### src/design/tfp_pkg.sv
`default_nettype none
package tfp_pkg;

    // Default sizes
    localparam int RING_DEPTH_DEF = 2048;
    localparam int MAX_PACKET_DEF = 64;

    // Field widths fixed by the interface
    localparam int BYTE_W      = 8;
    localparam int FREE_W      = 11;
    localparam int PKT_SIZE_W  = 7;
    localparam int S_TDATA_W   = 16;
    localparam int M_TDATA_W   = 24;

    localparam logic [PKT_SIZE_W-1:0] PKT_SIZE_RESET = 7'd64;
    localparam logic                  LINK_CONFIGURED = 1'b1;

    typedef enum logic {
        KIND_WRITE = 1'b0,
        KIND_KICK  = 1'b1
    } t_kind;

    typedef enum logic {
        RES_STATUS = 1'b0,
        RES_PACKET = 1'b1
    } t_res_kind;

    // Controller to datapath
    typedef struct packed {
        logic load_wr;     // write item transferred: store byte if room, load status
        logic kick_start;  // kick taken: latch free count after the packet
        logic rd_en;       // read next ring byte, advance read pointer
        logic load_pkt;    // move the read byte into the output register
        logic last;        // loaded byte closes the packet
    } t_dp_cmd;

    // Datapath to controller
    typedef struct packed {
        logic out_free;    // output register empty or being emptied this cycle
        logic empty;       // ring holds no byte
    } t_dp_status;

endpackage
`default_nettype wire

### src/design/tfp_ctrl.sv
`default_nettype none
module tfp_ctrl #(
    parameter int N_W = $clog2(tfp_pkg::MAX_PACKET_DEF + 1)
) (
    input  wire logic                 i_clk,
    input  wire logic                 i_rst_n,
    input  wire logic                 i_s_tvalid,
    input  wire logic                 i_kind,
    input  wire logic                 i_link,
    input  wire logic                 i_busy,
    input  wire tfp_pkg::t_dp_status  i_status,
    input  wire logic [N_W-1:0]       i_pkt_len,
    output logic                      o_s_tready,
    output tfp_pkg::t_dp_cmd          o_cmd
);
    import tfp_pkg::*;

    typedef enum logic {
        S_IDLE,
        S_SEND
    } t_state;

    t_state         r_state;
    logic [N_W-1:0] r_left;     // bytes still to be read from the ring
    logic           r_rd_pend;  // read data waiting for the output register

    logic accept;
    logic can_load;

    always_comb begin
        o_s_tready = (r_state == S_IDLE) && i_status.out_free;
        accept     = i_s_tvalid && o_s_tready;
        can_load   = (r_state == S_SEND) && r_rd_pend && i_status.out_free;

        o_cmd.load_wr    = accept && (i_kind == KIND_WRITE);
        o_cmd.kick_start = accept && (i_kind == KIND_KICK) && (i_link == LINK_CONFIGURED)
                           && !i_busy && !i_status.empty;
        o_cmd.rd_en      = (r_state == S_SEND) && (r_left != '0) && (!r_rd_pend || can_load);
        o_cmd.load_pkt   = can_load;
        o_cmd.last       = (r_left == '0);
    end

    always_ff @(posedge i_clk) begin
        if (!i_rst_n) begin
            r_state   <= S_IDLE;
            r_left    <= '0;
            r_rd_pend <= 1'b0;
        end else begin
            case (r_state)
                S_IDLE: begin
                    r_rd_pend <= 1'b0;
                    if (o_cmd.kick_start) begin
                        r_left  <= i_pkt_len;
                        r_state <= S_SEND;
                    end
                end
                S_SEND: begin
                    if (o_cmd.rd_en) begin
                        r_left    <= r_left - N_W'(1);
                        r_rd_pend <= 1'b1;
                    end else if (can_load) begin
                        r_rd_pend <= 1'b0;
                    end
                    if (can_load && o_cmd.last) begin
                        r_state <= S_IDLE;
                    end
                end
                default: begin
                    r_state <= S_IDLE;
                end
            endcase
        end
    end

endmodule
`default_nettype wire

### config.mk
export PLATFORM = sky130hd
export DESIGN_NAME = tfp_ctrl
export DESIGN_NICKNAME = d
export VERILOG_FILES = /design/src/design/tfp_pkg.sv /design/src/design/tfp_ctrl.sv
export SDC_FILE = /design/constraint.sdc
export NUM_CORES = 1
export LEC_CHECK = 0
export ABC_AREA = 1
export BUFFER_PORTS_ARGS = -buffer_cell sky130_fd_sc_hd__buf_4
export CORE_MARGIN = 3
export CORE_UTILIZATION = 35
export CTS_CLUSTER_SIZE = 12
export DETAILED_ROUTE_END_ITERATION = 10
export GPL_ROUTABILITY_DRIVEN = 0
export GPL_TIMING_DRIVEN = 0
export PLACE_DENSITY = 0.59
export SYNTH_ARGS = -nofsm -noshare
export SYNTH_HDL_FRONTEND = slang
export SYNTH_SLANG_ARGS = --single-unit
### constraint.sdc
create_clock -name i_clk -period 1.9 [get_ports i_clk]
set_clock_uncertainty 0.05 [all_clocks]
set_input_delay 0.475 -clock i_clk [delete_from_list [all_inputs] [get_ports i_clk]]
set_output_delay 0.475 -clock i_clk [all_outputs]
set_load 0.05 [all_outputs]
# Yosys cells after proc, flatten, opt, wreduce, memory -nomap -nowiden
# Cells that the tools add are included.
[totals] reg_bits=9 inputBits=15 output_inout_bits=6 elab_cells=37
[classes] n_addsub=1 n_eq_ne=3 mux=9 bitwise_logic=2 n_reduce_logical=19
[ops] op="2-to-1 mux 7 bit" count=2
[ops] op="case mux 7 bit (2 select lines)" count=1
[ops] op="logical AND 1 bit" count=12
[ops] op="logical NOT 7 bit" count=1
[ops] op="nonzero test 7 bit" count=1
[ops] op="subtractor 7 x 1 -> 7 bit, second input constant" count=1
[ops] op="2-to-1 mux 1 bit" count=4
[ops] op="!= test 2 bit, second input constant" count=2
[ops] op="case mux 1 bit (2 select lines)" count=2
[ops] op="logical NOT 1 bit" count=3
[ops] op="!= test 3 x 2 -> 1 bit, second input constant" count=1
[ops] op="inverter 1 bit" count=2
[ops] op="AND reduction 2 bit" count=1
[ops] op="logical OR 1 bit" count=1

# Longest topological paths before layout
[depth] ltp_word=9 ltp_mapped=11 ltp_nobuf=11

# Worst setup path after synthesis
# Ideal clock, no wire load.
[synth_timing] path_kind="input -> output" from="in i_s_tvalid" to="out o_cmd[4] in the netlist's numbering" arrival_time_ns=1.364 t_required_ns=1.375 path_slack_ns=0.011 path_stages=3 n_path_buf=0 path_cell_list="and3_2 -> inv_1 -> nor2_1"
[synth_rtl] item="start: declaration" line_no="tfp_ctrl.sv:7" text="input wire logic i_s_tvalid,"
[synth_rtl] item="end: declaration" line_no="tfp_ctrl.sv:14" text="output tfp_pkg::t_dp_cmd o_cmd"

==> run_results.csv <==
group,metric,value,unit
run_status,result_of_the_run,"finished, final reports clean",
critical_path,critical_path.startpoint,"r_left[0]$_SDFFE_PN0P_",
timing,hold_viol,0,
synth,syn_avg_cell_area,6.32,µm²
critical_path,critical_path.endpoint_type,"output port",
critical_path,peak_per_stage_delay_on_the_critical_path,0.33,ns
routing,drt_iter0_markers,8,
timing,hold_ws,0.464,ns
placed_design,place_hpwl,1200,µm
finish,final_cell_area,920,µm²
synth,synthesis.instances,104,
finish,layout-drive-gt1-share,0.369,
finish,layout.cells.most_common_list,"23 x sky130_fd_sc_hd__nand2_1, 20 x sky130_fd_sc_hd__buf_4, 17 x sky130_fd_sc_hd__nor2_1",
clock_network,cts.root.buffer_cell,"sky130_fd_sc_hd__clkbuf_4",
routing,route.vias.total,699,
critical_path,worst_ep_required_time,1.37,ns
critical_path,critical_r2r_launch,"r_left[0]$_SDFFE_PN0P_",
timing,rsz0062_at_grt,"yes",
timing,timing_max_transition_violations_final,0,
critical_path,worst_ep_arrival_time,1.31,ns
global_route,grt_first_pass_wirelength,2730,µm
clock_network,cts_tree,"yes",
finish,layout.cells.most_common,"sky130_fd_sc_hd__nand2_1",
synth,top_cells_by_area_synth,"sky130_fd_sc_hd__dfxtp_1 27%, sky130_fd_sc_hd__nand2_1 14%, sky130_fd_sc_hd__nor2_1 10%",
timing,setup_total_negative_slack,0,ns
floorplan,io-pin-count,21,
power,totalPowerFinal,0.000442,W
critical_path,cp_top_family,"simple AND/OR/NAND/NOR gates",
synth,yosys_register_bits,9,
critical_path,worstPathMaxFanout,4,
placed_design,postPlaceCellArea,831,µm²
routing,drt_pass1_iterations,4,
power,power_per_cell_area,480,mW/mm²
placed_design,io_buf_count,19,
global_route,first_global_vias,667,
timing,worst-slew-pin-transition,0.402,ns
floorplan,core.rowCount,15,
floorplan,start_util,0.376,
power,worst_ir_drop_vdd,0.262,mV
timing,fin_crit,1.84,ns
synth,netlist-cell-type-count,22,
routing,avgRoutedWirePerCell,10.3,µm
floorplan,area_inside_the_core_boundary,0.00175,mm²
global_route,pin_count_of_the_biggest_net_entering_global_routing,11,
critical_path,path_common_cell,"sky130_fd_sc_hd__nand2_2",
finish,nFillCells,192,
routing,vias_per_cell,4.51,
critical_path,worst_path_max_delay_cell,"sky130_fd_sc_hd__dfxtp_2",
clock_network,tritoncts_buffers,3,
finish,antenna_cells,0,
synth,synthDominantCellAreaShare,0.274,
timing,fmax,544,MHz
synth,synth.yosys.warnings,0,
hold_path,holdCritPathClass,"input port to flip-flop",
floorplan,dieArea,0.00243,mm²
routing,route.final.wire_length,1600,µm
global_route,number_of_antenna_violations_at_the_first_check_in_global_routing,0,
routing,drt.antenna.violating_nets,0,
finish,syn_to_final_growth,40.0,%
global_route,track_usage,0.147,
finish,fin_cells,155,
synth,synth_sequential_area_ratio,0.274,
synth,mappedNetlistArea,657,µm²
clock_network,clkSinkCount,9,
synth,synthesis.nets,120,
floorplan,dieHeight,49.3,µm
clock_network,latest_clock_arrival_within_the_worst_skew_pair,0.27,ns
clock_network,cts.htree.levels,1,
critical_path,timing.critical_path.buf_inv,3,
global_route,gr-total-overflow,0,
timing,relSlewSlack,0.732,
floorplan,die_width,49.3,µm
flow_run,drv_cap,0,
critical_path,worst_setup_path_type,"flip-flop to output port",
timing,finalSetupViolCount,0,
power,power.leakage,0.487,nW
placed_design,placedCellCount,148,
routing,drt_drc_violations_left,0,
critical_path,critical_path_startpoint_category,"flip-flop",
critical_path,crit_chain,"inv_4 -> ha_4 -> nand2_2 -> nor2_2 -> nand2_2 -> nand3_4 -> inv_2 -> buf_6",
clock_network,clk_pin_slew,0.06,ns
finish,net_count_reported_at_finish,147,
hold_path,hold_start,"i_pkt_len[6]",
clock_network,max-clock-path-buffers,2,
synth,yosys.area.top_type,"sky130_fd_sc_hd__dfxtp_1",
timing,timing.final.crit_share,0.968,
-- power breakdown --
part           total [W]  switching (W)  internal [W]
clock network   0.000153      0.0000716     0.0000812
registers       0.000194     0.00000245      0.000191
logic          0.0000950      0.0000529     0.0000421
total           0.000442       0.000127      0.000315
-- Yosys cell counts (all sizes together) --
library cell	count
dfxtp	9
nand4	1
o21ai	6
a211oi	1
nand2	28
a21oi	4
ha	1
nor2	19
and3	1
nor3	1
inv	17
clkbuf	1
nand3	13
buf	2
-- final cells by class --
type / count / area, µm² / area share
multi-input cells: 75 / 409 / 0.445
repair buffers: 22 / 176 / 0.192
flip-flops and latches: 9 / 183 / 0.199
well taps: 25 / 31.3 / 0.0340
clock buffers: 4 / 26.3 / 0.0286
plain buffers: 3 / 22.5 / 0.0245
inverters: 17 / 71.3 / 0.0776
-- path summary, 6_finish.rpt --
path | end | slack (ns) | cells after the start
min | r_left[6]$_SDFFE_PN0P_ | 0.46 | 3
min reg2reg | r_left[2]$_SDFFE_PN0P_ | 0.49 | 2
max reg2reg | r_left[3]$_SDFFE_PN0P_ | 0.45 | 11
max | o_cmd[2] | 0.06 | 8
-- kinds of logic after synthesis --
logic type | share of synthesized area
adders and majority gates | 0.0190
AOI/OAI and AO/OA | 0.0876
buffers and inverters | 0.135
DFF | 0.274
and+or+nand+nor | 0.484
-- routing by layer --
metal  global-route usage  wire, µm  vias up
met5                    0         0        -
met3               0.0612        87        4
met2                0.257       768       11
met1                0.166       728      303
met4               0.0284        17        0
li1                     -         -      381
-- state kept, by name, indices dropped and copies added, names as in the netlist --
register	cells
r_left	7
r_rd_pend	1
r_state	1
-- metrics by stage --
step	util	worst slack [ns]
4_1_cts	0.513	0.00976
3_5_place_dp	0.476	0.0723
2_1_floorplan	-	0.0111
6_report	0.527	0.0613
3_3_place_gp	0.476	0.0792
5_1_grt	0.527	-0.00920
-- worst reg2reg max path: cells and delay by family (launching register included) --
family	cells	cell delay, ns
simple gates	7	0.53
buf+inv	3	0.27
fa+ha+maj	1	0.15
flops	1	0.35
-- timing repair --
action                                  CTS  global route
resized for setup                        11             6
endpoints found under the setup margin    3             3
buffers inserted                          1             2
pin swaps                                 2             1
hold buffers                              0             0
Power figures use the tool's default switching activity.
